--- src/hdl/rvid_pkg.sv ---
// Shared opcodes, mnemonic codes and decoded-record type for the RV32I decoder.
`timescale 1ns / 1ps
`default_nettype none
package rvid_pkg;

    localparam logic [6:0] OPC_LUI    = 7'b0110111;
    localparam logic [6:0] OPC_AUIPC  = 7'b0010111;
    localparam logic [6:0] OPC_JAL    = 7'b1101111;
    localparam logic [6:0] OPC_JALR   = 7'b1100111;
    localparam logic [6:0] OPC_BRANCH = 7'b1100011;
    localparam logic [6:0] OPC_LOAD   = 7'b0000011;
    localparam logic [6:0] OPC_STORE  = 7'b0100011;
    localparam logic [6:0] OPC_IMM    = 7'b0010011;
    localparam logic [6:0] OPC_REG    = 7'b0110011;
    localparam logic [6:0] OPC_FENCE  = 7'b0001111;
    localparam logic [6:0] OPC_SYSTEM = 7'b1110011;

    localparam logic [6:0] F7_BASE = 7'b0000000;
    localparam logic [6:0] F7_ALT  = 7'b0100000;

    localparam logic [11:0] F12_ECALL  = 12'd0;
    localparam logic [11:0] F12_EBREAK = 12'd1;

    localparam int MnemonicWidth = 6;
    localparam int ImmWidth      = 21;

    localparam logic [5:0] MN_UNKNOWN = 6'd0;
    localparam logic [5:0] MN_LUI     = 6'd1;
    localparam logic [5:0] MN_AUIPC   = 6'd2;
    localparam logic [5:0] MN_JAL     = 6'd3;
    localparam logic [5:0] MN_JALR    = 6'd4;
    localparam logic [5:0] MN_BEQ     = 6'd5;
    localparam logic [5:0] MN_BNE     = 6'd6;
    localparam logic [5:0] MN_BLT     = 6'd7;
    localparam logic [5:0] MN_BGE     = 6'd8;
    localparam logic [5:0] MN_BLTU    = 6'd9;
    localparam logic [5:0] MN_BGEU    = 6'd10;
    localparam logic [5:0] MN_LB      = 6'd11;
    localparam logic [5:0] MN_LH      = 6'd12;
    localparam logic [5:0] MN_LW      = 6'd13;
    localparam logic [5:0] MN_LBU     = 6'd14;
    localparam logic [5:0] MN_LHU     = 6'd15;
    localparam logic [5:0] MN_SB      = 6'd16;
    localparam logic [5:0] MN_SH      = 6'd17;
    localparam logic [5:0] MN_SW      = 6'd18;
    localparam logic [5:0] MN_ADDI    = 6'd19;
    localparam logic [5:0] MN_SLTI    = 6'd20;
    localparam logic [5:0] MN_SLTIU   = 6'd21;
    localparam logic [5:0] MN_XORI    = 6'd22;
    localparam logic [5:0] MN_ORI     = 6'd23;
    localparam logic [5:0] MN_ANDI    = 6'd24;
    localparam logic [5:0] MN_SLLI    = 6'd25;
    localparam logic [5:0] MN_SRLI    = 6'd26;
    localparam logic [5:0] MN_SRAI    = 6'd27;
    localparam logic [5:0] MN_ADD     = 6'd28;
    localparam logic [5:0] MN_SUB     = 6'd29;
    localparam logic [5:0] MN_SLL     = 6'd30;
    localparam logic [5:0] MN_SLT     = 6'd31;
    localparam logic [5:0] MN_SLTU    = 6'd32;
    localparam logic [5:0] MN_XOR     = 6'd33;
    localparam logic [5:0] MN_SRL     = 6'd34;
    localparam logic [5:0] MN_SRA     = 6'd35;
    localparam logic [5:0] MN_OR      = 6'd36;
    localparam logic [5:0] MN_AND     = 6'd37;
    localparam logic [5:0] MN_FENCE   = 6'd38;
    localparam logic [5:0] MN_FENCE_I = 6'd39;
    localparam logic [5:0] MN_ECALL   = 6'd40;
    localparam logic [5:0] MN_EBREAK  = 6'd41;
    localparam logic [5:0] MN_CSRRW   = 6'd42;
    localparam logic [5:0] MN_CSRRS   = 6'd43;
    localparam logic [5:0] MN_CSRRC   = 6'd44;
    localparam logic [5:0] MN_CSRRWI  = 6'd45;
    localparam logic [5:0] MN_CSRRSI  = 6'd46;
    localparam logic [5:0] MN_CSRRCI  = 6'd47;

    typedef struct packed {
        logic [31:0]                target_address;
        logic [3:0]                 fence_succ;
        logic [3:0]                 fence_pred;
        logic [11:0]                csr_number;
        logic signed [ImmWidth-1:0] immediate;
        logic [4:0]                 src2_reg;
        logic [4:0]                 src1_reg;
        logic [4:0]                 dest_reg;
        logic [MnemonicWidth-1:0]   mnemonic;
    } dec_t;

endpackage
`default_nettype wire

--- src/hdl/rvid_decode.sv ---
// Combinational RV32I decode of one instruction word and its address.
`timescale 1ns / 1ps
`default_nettype none
module rvid_decode (
    input  wire logic [31:0] instr_word,
    input  wire logic [31:0] instr_address,
    output rvid_pkg::dec_t   dec
);

    logic [6:0]  opc;
    logic [2:0]  f3;
    logic [6:0]  f7;
    logic [11:0] f12;
    logic [20:0] imm_u;
    logic [20:0] imm_i;
    logic [20:0] imm_s;
    logic [20:0] imm_b;
    logic [20:0] imm_j;
    logic [20:0] shamt;
    logic [31:0] tgt_b;
    logic [31:0] tgt_j;
    logic [5:0]  mn;
    logic [20:0] imm;
    logic [11:0] csr;
    logic [3:0]  pred;
    logic [3:0]  succ;
    logic [31:0] tgt;

    assign opc = instr_word[6:0];
    assign f3  = instr_word[14:12];
    assign f7  = instr_word[31:25];
    assign f12 = instr_word[31:20];

    assign imm_u = {instr_word[31], instr_word[31:12]};
    assign imm_i = {{9{instr_word[31]}}, instr_word[31:20]};
    assign imm_s = {{9{instr_word[31]}}, instr_word[31:25], instr_word[11:7]};
    assign imm_b = {{8{instr_word[31]}}, instr_word[31], instr_word[7],
                    instr_word[30:25], instr_word[11:8], 1'b0};
    assign imm_j = {instr_word[31], instr_word[19:12], instr_word[20],
                    instr_word[30:21], 1'b0};
    assign shamt = {16'd0, instr_word[24:20]};

    assign tgt_b = instr_address + {{11{imm_b[20]}}, imm_b};
    assign tgt_j = instr_address + {{11{imm_j[20]}}, imm_j};

    always_comb begin
        mn   = rvid_pkg::MN_UNKNOWN;
        imm  = '0;
        csr  = '0;
        pred = '0;
        succ = '0;
        tgt  = '0;
        unique case (opc)
            rvid_pkg::OPC_LUI: begin
                mn  = rvid_pkg::MN_LUI;
                imm = imm_u;
            end
            rvid_pkg::OPC_AUIPC: begin
                mn  = rvid_pkg::MN_AUIPC;
                imm = imm_u;
            end
            rvid_pkg::OPC_JAL: begin
                mn  = rvid_pkg::MN_JAL;
                imm = imm_j;
                tgt = tgt_j;
            end
            rvid_pkg::OPC_JALR: begin
                mn  = rvid_pkg::MN_JALR;
                imm = imm_i;
            end
            rvid_pkg::OPC_BRANCH: begin
                unique case (f3)
                    3'd0:    mn = rvid_pkg::MN_BEQ;
                    3'd1:    mn = rvid_pkg::MN_BNE;
                    3'd4:    mn = rvid_pkg::MN_BLT;
                    3'd5:    mn = rvid_pkg::MN_BGE;
                    3'd6:    mn = rvid_pkg::MN_BLTU;
                    3'd7:    mn = rvid_pkg::MN_BGEU;
                    default: mn = rvid_pkg::MN_UNKNOWN;
                endcase
                if (mn != rvid_pkg::MN_UNKNOWN) begin
                    imm = imm_b;
                    tgt = tgt_b;
                end
            end
            rvid_pkg::OPC_LOAD: begin
                unique case (f3)
                    3'd0:    mn = rvid_pkg::MN_LB;
                    3'd1:    mn = rvid_pkg::MN_LH;
                    3'd2:    mn = rvid_pkg::MN_LW;
                    3'd4:    mn = rvid_pkg::MN_LBU;
                    3'd5:    mn = rvid_pkg::MN_LHU;
                    default: mn = rvid_pkg::MN_UNKNOWN;
                endcase
                if (mn != rvid_pkg::MN_UNKNOWN) begin
                    imm = imm_i;
                end
            end
            rvid_pkg::OPC_STORE: begin
                unique case (f3)
                    3'd0:    mn = rvid_pkg::MN_SB;
                    3'd1:    mn = rvid_pkg::MN_SH;
                    3'd2:    mn = rvid_pkg::MN_SW;
                    default: mn = rvid_pkg::MN_UNKNOWN;
                endcase
                if (mn != rvid_pkg::MN_UNKNOWN) begin
                    imm = imm_s;
                end
            end
            rvid_pkg::OPC_IMM: begin
                unique case (f3)
                    3'd0: begin
                        mn  = rvid_pkg::MN_ADDI;
                        imm = imm_i;
                    end
                    3'd1: begin
                        mn  = rvid_pkg::MN_SLLI;
                        imm = shamt;
                    end
                    3'd2: begin
                        mn  = rvid_pkg::MN_SLTI;
                        imm = imm_i;
                    end
                    3'd3: begin
                        mn  = rvid_pkg::MN_SLTIU;
                        imm = imm_i;
                    end
                    3'd4: begin
                        mn  = rvid_pkg::MN_XORI;
                        imm = imm_i;
                    end
                    3'd5: begin
                        if (f7 == rvid_pkg::F7_BASE) begin
                            mn  = rvid_pkg::MN_SRLI;
                            imm = shamt;
                        end else if (f7 == rvid_pkg::F7_ALT) begin
                            mn  = rvid_pkg::MN_SRAI;
                            imm = shamt;
                        end
                    end
                    3'd6: begin
                        mn  = rvid_pkg::MN_ORI;
                        imm = imm_i;
                    end
                    default: begin
                        mn  = rvid_pkg::MN_ANDI;
                        imm = imm_i;
                    end
                endcase
            end
            rvid_pkg::OPC_REG: begin
                unique case (f3)
                    3'd0: begin
                        if (f7 == rvid_pkg::F7_BASE) begin
                            mn = rvid_pkg::MN_ADD;
                        end else if (f7 == rvid_pkg::F7_ALT) begin
                            mn = rvid_pkg::MN_SUB;
                        end
                    end
                    3'd1: mn = rvid_pkg::MN_SLL;
                    3'd2: mn = rvid_pkg::MN_SLT;
                    3'd3: mn = rvid_pkg::MN_SLTU;
                    3'd4: mn = rvid_pkg::MN_XOR;
                    3'd5: begin
                        if (f7 == rvid_pkg::F7_BASE) begin
                            mn = rvid_pkg::MN_SRL;
                        end else if (f7 == rvid_pkg::F7_ALT) begin
                            mn = rvid_pkg::MN_SRA;
                        end
                    end
                    3'd6:    mn = rvid_pkg::MN_OR;
                    default: mn = rvid_pkg::MN_AND;
                endcase
            end
            rvid_pkg::OPC_FENCE: begin
                if (f3 == 3'd0) begin
                    mn   = rvid_pkg::MN_FENCE;
                    pred = instr_word[27:24];
                    succ = instr_word[23:20];
                end else if (f3 == 3'd1) begin
                    mn = rvid_pkg::MN_FENCE_I;
                end
            end
            rvid_pkg::OPC_SYSTEM: begin
                unique case (f3)
                    3'd0: begin
                        if (f12 == rvid_pkg::F12_ECALL) begin
                            mn = rvid_pkg::MN_ECALL;
                        end else if (f12 == rvid_pkg::F12_EBREAK) begin
                            mn = rvid_pkg::MN_EBREAK;
                        end
                    end
                    3'd1:    mn = rvid_pkg::MN_CSRRW;
                    3'd2:    mn = rvid_pkg::MN_CSRRS;
                    3'd3:    mn = rvid_pkg::MN_CSRRC;
                    3'd5:    mn = rvid_pkg::MN_CSRRWI;
                    3'd6:    mn = rvid_pkg::MN_CSRRSI;
                    3'd7:    mn = rvid_pkg::MN_CSRRCI;
                    default: mn = rvid_pkg::MN_UNKNOWN;
                endcase
                if (f3 != 3'd0 && mn != rvid_pkg::MN_UNKNOWN) begin
                    csr = f12;
                end
            end
            default: begin
                mn = rvid_pkg::MN_UNKNOWN;
            end
        endcase
    end

    assign dec.mnemonic       = mn;
    assign dec.dest_reg       = instr_word[11:7];
    assign dec.src1_reg       = instr_word[19:15];
    assign dec.src2_reg       = instr_word[24:20];
    assign dec.immediate      = imm;
    assign dec.csr_number     = csr;
    assign dec.fence_pred     = pred;
    assign dec.fence_succ     = succ;
    assign dec.target_address = tgt;

endmodule
`default_nettype wire

--- src/hdl/rv32i_instruction_decoder.sv ---
// Top level: registered RV32I instruction decoder with stream input and output.
// Path: input beat to result beat through the input register, then the result register.
// Throughput: one instruction per cycle unless stalled; one decode pass between the registers.
// Ready toward the source follows the result stage, so a stalled result still lets one beat in.
// Reset: synchronous active-low aresetn empties both stages; payload registers are not reset.
`timescale 1ns / 1ps
`default_nettype none
module rv32i_instruction_decoder (
    input  wire logic        aclk,
    input  wire logic        aresetn,
    input  wire logic        s_tvalid,
    output logic             s_tready,
    input  wire logic [63:0] s_tdata,   // instr_word[31:0], instr_address[63:32]
    output logic             m_tvalid,
    input  wire logic        m_tready,
    output logic [95:0]      m_tdata    // mnemonic[5:0], dest_reg[10:6], src1_reg[15:11],
                                        // src2_reg[20:16], immediate[41:21],
                                        // csr_number[53:42], fence_pred[57:54],
                                        // fence_succ[61:58], target_address[93:62], zero
);

    logic           in_valid_reg;
    logic           in_valid_next;
    logic [31:0]    in_word_reg;
    logic [31:0]    in_addr_reg;
    logic           out_valid_reg;
    logic           out_valid_next;
    rvid_pkg::dec_t out_data_reg;
    rvid_pkg::dec_t dec;
    logic           out_load;
    logic           in_load;

    assign out_load = !out_valid_reg || m_tready;
    assign s_tready = !in_valid_reg || out_load;
    assign in_load  = s_tvalid && s_tready;

    always_comb begin
        in_valid_next  = in_valid_reg;
        out_valid_next = out_valid_reg;
        if (out_load) begin
            out_valid_next = in_valid_reg;
        end
        if (s_tready) begin
            in_valid_next = s_tvalid;
        end
    end

    always_ff @(posedge aclk) begin
        if (!aresetn) begin
            in_valid_reg  <= 1'b0;
            out_valid_reg <= 1'b0;
        end else begin
            in_valid_reg  <= in_valid_next;
            out_valid_reg <= out_valid_next;
        end
    end

    always_ff @(posedge aclk) begin
        if (in_load) begin
            in_word_reg <= s_tdata[31:0];
            in_addr_reg <= s_tdata[63:32];
        end
        if (out_load && in_valid_reg) begin
            out_data_reg <= dec;
        end
    end

    rvid_decode u_decode (
        .instr_word    (in_word_reg),
        .instr_address (in_addr_reg),
        .dec           (dec)
    );

    assign m_tvalid = out_valid_reg;
    assign m_tdata  = {2'b00,
                       out_data_reg.target_address,
                       out_data_reg.fence_succ,
                       out_data_reg.fence_pred,
                       out_data_reg.csr_number,
                       out_data_reg.immediate,
                       out_data_reg.src2_reg,
                       out_data_reg.src1_reg,
                       out_data_reg.dest_reg,
                       out_data_reg.mnemonic};

`ifndef SYNTHESIS
    a_reset_empties: assert property (@(posedge aclk) !aresetn |=> !m_tvalid)
        else $error("result valid after reset");

    a_full_stall_blocks: assert property (@(posedge aclk) disable iff (!aresetn)
        (in_valid_reg && out_valid_reg && !m_tready) |-> !s_tready)
        else $error("input taken while both stages full and stalled");

    a_unknown_clean: assert property (@(posedge aclk) disable iff (!aresetn)
        (m_tvalid && out_data_reg.mnemonic == rvid_pkg::MN_UNKNOWN) |->
        (out_data_reg.immediate == '0 && out_data_reg.target_address == '0 &&
         out_data_reg.csr_number == '0))
        else $error("unknown instruction carries decoded fields");

    a_target_only_flow: assert property (@(posedge aclk) disable iff (!aresetn)
        (m_tvalid && out_data_reg.target_address != '0) |->
        (out_data_reg.mnemonic == rvid_pkg::MN_JAL ||
         (out_data_reg.mnemonic >= rvid_pkg::MN_BEQ &&
          out_data_reg.mnemonic <= rvid_pkg::MN_BGEU)))
        else $error("target address on a non-flow instruction");
`endif

endmodule
`default_nettype wire

--- config.mk ---
export PLATFORM = sky130hd
export DESIGN_NAME = rv32i_instruction_decoder
export DESIGN_NICKNAME = d
export VERILOG_FILES = /design/src/hdl/rvid_pkg.sv /design/src/hdl/rvid_decode.sv /design/src/hdl/rv32i_instruction_decoder.sv
export SDC_FILE = /design/constraint.sdc
export NUM_CORES = 1
export LEC_CHECK = 0
export BUFFER_PORTS_ARGS = -buffer_cell sky130_fd_sc_hd__buf_2
export CORE_MARGIN = 1.5
export CORE_UTILIZATION = 40
export DETAILED_ROUTE_END_ITERATION = 10
export PLACE_DENSITY_LB_ADDON = 0.15
export RECOVER_POWER = 50
export REMOVE_ABC_BUFFERS = 1
export SLEW_MARGIN = 20
export SYNTH_ARGS = -nofsm -noshare
export SYNTH_HDL_FRONTEND = slang
export SYNTH_HIERARCHICAL = 1
export SYNTH_SLANG_ARGS = --single-unit
--- constraint.sdc ---
create_clock -name aclk -period 17.15 [get_ports aclk]
set_input_delay 2.5725 -clock aclk [delete_from_list [all_inputs] [get_ports aclk]]
set_output_delay 2.5725 -clock aclk [all_outputs]
set_load 0.02 [all_outputs]
======== Word level (Yosys, flattened, before mapping) ========
Cells that the tools add are included.
word-level totals
  flip-flop bits (word level) ............. 160
  output and inout port bits .............. 98
  word-level logic and storage cells ...... 83
operators by class
  add/subtract/negate cells ............... 2
  eq/ne operators ......................... 20
  muxes and demuxes ....................... 30
  reductions and logical operators ........ 18
operators with widths
  cell                                            count
  one-hot mux 21 bit (7 select lines)             1
  one-hot mux 6 bit (7 select lines)              3
  2-to-1 mux 21 bit                               4
  2-to-1 mux 6 bit                                12
  one-hot mux 6 bit (11 select lines)             1
  adder 32 bit                                    2
  one-hot mux 32 bit (2 select lines)             1
  one-hot mux 21 bit (2 select lines)             1
  2-to-1 mux 32 bit                               1
  == test 7 x 6 -> 1 bit, second input constant   4
  == test 7 bit, second input constant            4
  one-hot mux 4 bit (6 select lines)              1
  nonzero test 6 bit                              4
  one-hot mux 4 bit (5 select lines)              1
  2-to-1 mux 5 bit                                3
  one-hot mux 5 bit (3 select lines)              1
  == test 7 x 5 -> 1 bit, second input constant   2
  == test 12 x 1 -> 1 bit, second input constant  1
  == test 3 bit, second input constant            4
  logical NOT 12 bit                              1
  == test 7 x 2 -> 1 bit, second input constant   1
  == test 7 x 4 -> 1 bit, second input constant   1
  logical NOT 7 bit                               1
  == test 3 x 2 -> 1 bit, second input constant   2
  other kinds (8)                                 13

======== Longest topological paths before layout ========
  depth in word-level cells ............... 8
  gate-level depth with buffers ........... 12
  gate-level depth less buffers ........... 10

======== Cells and area by module ========
Netlist, hierarchy kept.
modules (own cells, without submodules)
  module                     instances  cells an instance  area an instance (µm²)  sequential area each (µm²)
  rv32i_instruction_decoder  1          170                4867.2                  4784.6
  rvid_decode                1          659                4304.1                  0.0

======== Worst setup path after synthesis ========
Ideal clock, no wire load.
  path kind ............................... input to register
  start ................................... input port m_tready
  end ..................................... register out_data_reg (netlist bit m_tdata[0]) (enable)
  library setup time ...................... 0.557 ns
  data arrival time ....................... 6.741 ns
  required time ........................... 16.593 ns
  path slack .............................. 9.852 ns
  cell stages on the path ................. 2
  buffers on the path ..................... 0
  cell sequence ........................... nor2b_4 > nor2b_1
on the way
  word-level cells in the longest chain between the ends .. 2
RTL lines
  element               line                             text
  from (decl)           rv32i_instruction_decoder.sv:15  input wire logic m_tready,
  logical OR 1 bit      rv32i_instruction_decoder.sv:33  assign out_load = !out_valid_reg || m_tready;
  logical AND 1 bit     rv32i_instruction_decoder.sv:63  if (out_load && in_valid_reg) begin
  to (signal assigned)  rv32i_instruction_decoder.sv:64  out_data_reg <= dec;
  to (decl)             rv32i_instruction_decoder.sv:28  rvid_pkg::dec_t out_data_reg;
Every way passes these cells.
A chain may end at the register's enable or synchronous reset.

======== Worst setup path after layout ========
  start ................................... input port m_tready
  end ..................................... output port s_tready
on the way
  word-level cells in the longest chain between the ends .. 2
RTL lines
  element           line                             text
  logical OR 1 bit  rv32i_instruction_decoder.sv:33
  logical OR 1 bit  rv32i_instruction_decoder.sv:34  assign s_tready = !in_valid_reg || out_load;
  to (decl)         rv32i_instruction_decoder.sv:12  output logic s_tready,
Every way passes these cells.

==> flow_metrics.env <==
export IMPL_gp_congestion=0.891
export IMPL_antenna_found_initial=0
export IMPL_yosysSeqAreaShare=0.522
export IMPL_initial_utilization=0.406
export IMPL_drtAntennaViolNets=0
export IMPL_dp_hpwl_mm=17.9
export IMPL_drive_gt1_frac=0.190
export IMPL_syn_area_per_cell_sq_um=11.1
export IMPL_hold_buffers=0
export IMPL_irDropWorstVdd_uv=60.7
export IMPL_finalCriticalPeriod_ps=5560
export IMPL_setup_violations=0
export IMPL_grt_overflow_total=0
export IMPL_wl_per_cell_um=20.2
export IMPL_firstDrtPassIters=6
export IMPL_tightestPinTransition_ps=1600
export IMPL_syn_area_sq_um=9170
export IMPL_synth_async_reset_ratio=0
export IMPL_worstPathArrival_ps=2980
export IMPL_critPathLaunchType="input port"
export IMPL_top_layer="met4"
export IMPL_drt_iter0_drc=644
export IMPL_hold_start="in_word_reg[8]"
export IMPL_grt_util_all_layers=0.212
export IMPL_antenna_cells=0
export IMPL_critical_path_class="input port to output pin"
export IMPL_clock_latency_ps=430
export IMPL_nets=1074
export IMPL_r2r_start="in_word_reg[5]"
export IMPL_drv_slew=19
export IMPL_syn_inst=829
export IMPL_synth_area_top_cells="edfxtp_1, ha_1, a21oi_1"
export IMPL_wl_met2_mm=11.4
export IMPL_pwr_share_seq=0.451
export IMPL_synth_seq_cells=160
export IMPL_fmax_ghz=0.180
export IMPL_cp_required_ps=14580
export IMPL_wl_met3_mm=1.53
export IMPL_yosys_area_top_type="edfxtp_1"
export IMPL_cts_tree="built"
export IMPL_grt_pass1_vias=6841
export IMPL_clock_path_buffers=2
export IMPL_core_area_sq_um=22600
export IMPL_synth_enable_flop_cells=158
export IMPL_dp_cells=1227
export IMPL_final_hold_viol_count=0
export IMPL_timing_hold_ws_ps=540
export IMPL_post_cts_buffers=0
export IMPL_leakage_nw=3.97
export IMPL_die_w_um=154
export IMPL_stdcell_count=1259
export IMPL_period_share=0.324
export IMPL_routed_via_density=5.77
export IMPL_grt_max_degree=78
export IMPL_cap_violations=1
export IMPL_clock_skew_ps=10.1
export IMPL_ys_types=82
export IMPL_cts_buffers=17
export IMPL_failed_checks="capacitance limit, slew limit"
export IMPL_tns_ps=0
export IMPL_clock_power_share=0.392
export IMPL_num_vias=7270
export IMPL_power_density_nw_per_um2=98.0
export IMPL_hold_class="register to register"
export IMPL_drc=0
export IMPL_cts_resized=0
export IMPL_cts_clk_slew_worst_paths_ps=80
export IMPL_cp_max_fo=2
export IMPL_crit_path_end_kind="output pin"
export IMPL_die_area_sq_um=23800
export IMPL_root_buffer="clkbuf_16"
export IMPL_rsz0062_at_grt="no"
export IMPL_syn_to_final_growth_pct=15.8
export IMPL_pin_count=166
export IMPL_cts_sinks=160
export IMPL_yosys_area_top_type_share=0.517
export IMPL_cts_max_level=4
export IMPL_p_int_uw=740
export IMPL_synth_ff_type="edfxtp_1"
export IMPL_wl_met1_mm=11.8
export IMPL_combinationalPowerShare=0.157
export IMPL_max_slew_margin_rel=-0.0702
export IMPL_die_y_um=154
export IMPL_switching_share=0.289
export IMPL_io_buffers=163
export IMPL_wl_mm=25.4
export IMPL_p_switching_uw=301
export IMPL_crit_start="m_tready"
export IMPL_largest_reg_flops=94
export IMPL_yosysWarnings=6
export IMPL_row_count=55
export IMPL_status="finished with violations"
export IMPL_grt_pass1_wl_mm=38.5
==> cell type report <==
cell class              instances  area, sq um
multi-input cells             591         3940
well taps                     285          357
fillers                      2160        12000
repair buffers                173          838
inverters                      18         67.6
clock buffers                  18          439
clock inverters                14          191
flip-flops and latches        160         4780
==> critical path: stages <==
cell and delay (ps):
clkbuf_1 110, nand3b_4 140, buf_2 160
==> routing by layer <==
metal / vias up / track usage
li1: 3454 / -
met1: 3471 / 0.296
met2: 306 / 0.330
met3: 39 / 0.0364
met4: 0 / 0.0815
met5: - / 0
==> cell families (layout without fill, tap and decap cells) <==
logic type,after synthesis,in the layout,synth area share
buffers and inverters,79,223,0.0465
AO/OA/AOI/OAI,282,282,0.209
flip-flops,160,160,0.522
adder cells (fa/ha/maj),45,45,0.0630
AND/OR/NAND/NOR,230,230,0.128
other,1,2,0.000409
multiplexers,5,5,0.00587
XOR/XNOR,27,27,0.0258
==> synthesized netlist by cell type, drive strengths merged, types with 8 or more instances <==
cell type  instances
nand4              9
nand2             59
and2              25
o21ai             56
o22ai             19
a21o              19
a221o             11
a21oi             77
a31oi             12
clkbuf            24
nor2              55
inv               17
buf               37
nand3             21
xor2              14
a22o              13
edfxtp           158
xnor2             13
a211oi            13
nor3              21
ha                43
a22oi              8
==> cell usage in the layout, fill, tap and decap left out, drive strengths merged, types with 8 or more instances in the layout <==
cell type	count
clkbuf	58
nand4	9
buf	133
a22o	13
o21ai	56
nor3	21
a221o	11
a31oi	12
nand3	21
a21oi	77
nand2	59
inv	25
xnor2	13
a211oi	13
edfxtp	158
and2	25
nor2	55
a21o	19
ha	43
xor2	14
o22ai	19
a22oi	8
==> path summary, 6_finish.rpt <==
kind / endpoint / slack (ps) / cells after the start
max: s_tready / 11590 / 3
min: m_tdata[7] / 540 / 0
max reg2reg: m_tdata[37] / 12640 / 7
min reg2reg: m_tdata[7] / 540 / 0
==> metrics by stage <==
step                setup slack, ps  power [mW]   util  area [sq um]
finish                        11590        1.04  0.471         10600
global route                  11590        1.08  0.471         10600
CTS                           11570        1.05  0.475         10700
detailed placement            11570       0.642  0.447         10100
global placement              11580       0.641  0.447         10100
floorplan                      9850       0.590      -          8820
==> power groups by stage <==
stage / Sequential [mW] / Clock [mW] / Combinational [mW]
floorplan: 0.491 / 0 / 0.0991
global placement: 0.478 / 0 / 0.163
detailed placement: 0.478 / 0 / 0.164
CTS: 0.470 / 0.417 / 0.165
global route: 0.472 / 0.431 / 0.180
finish: 0.469 / 0.407 / 0.164
(Power assumes the default switching activity.)
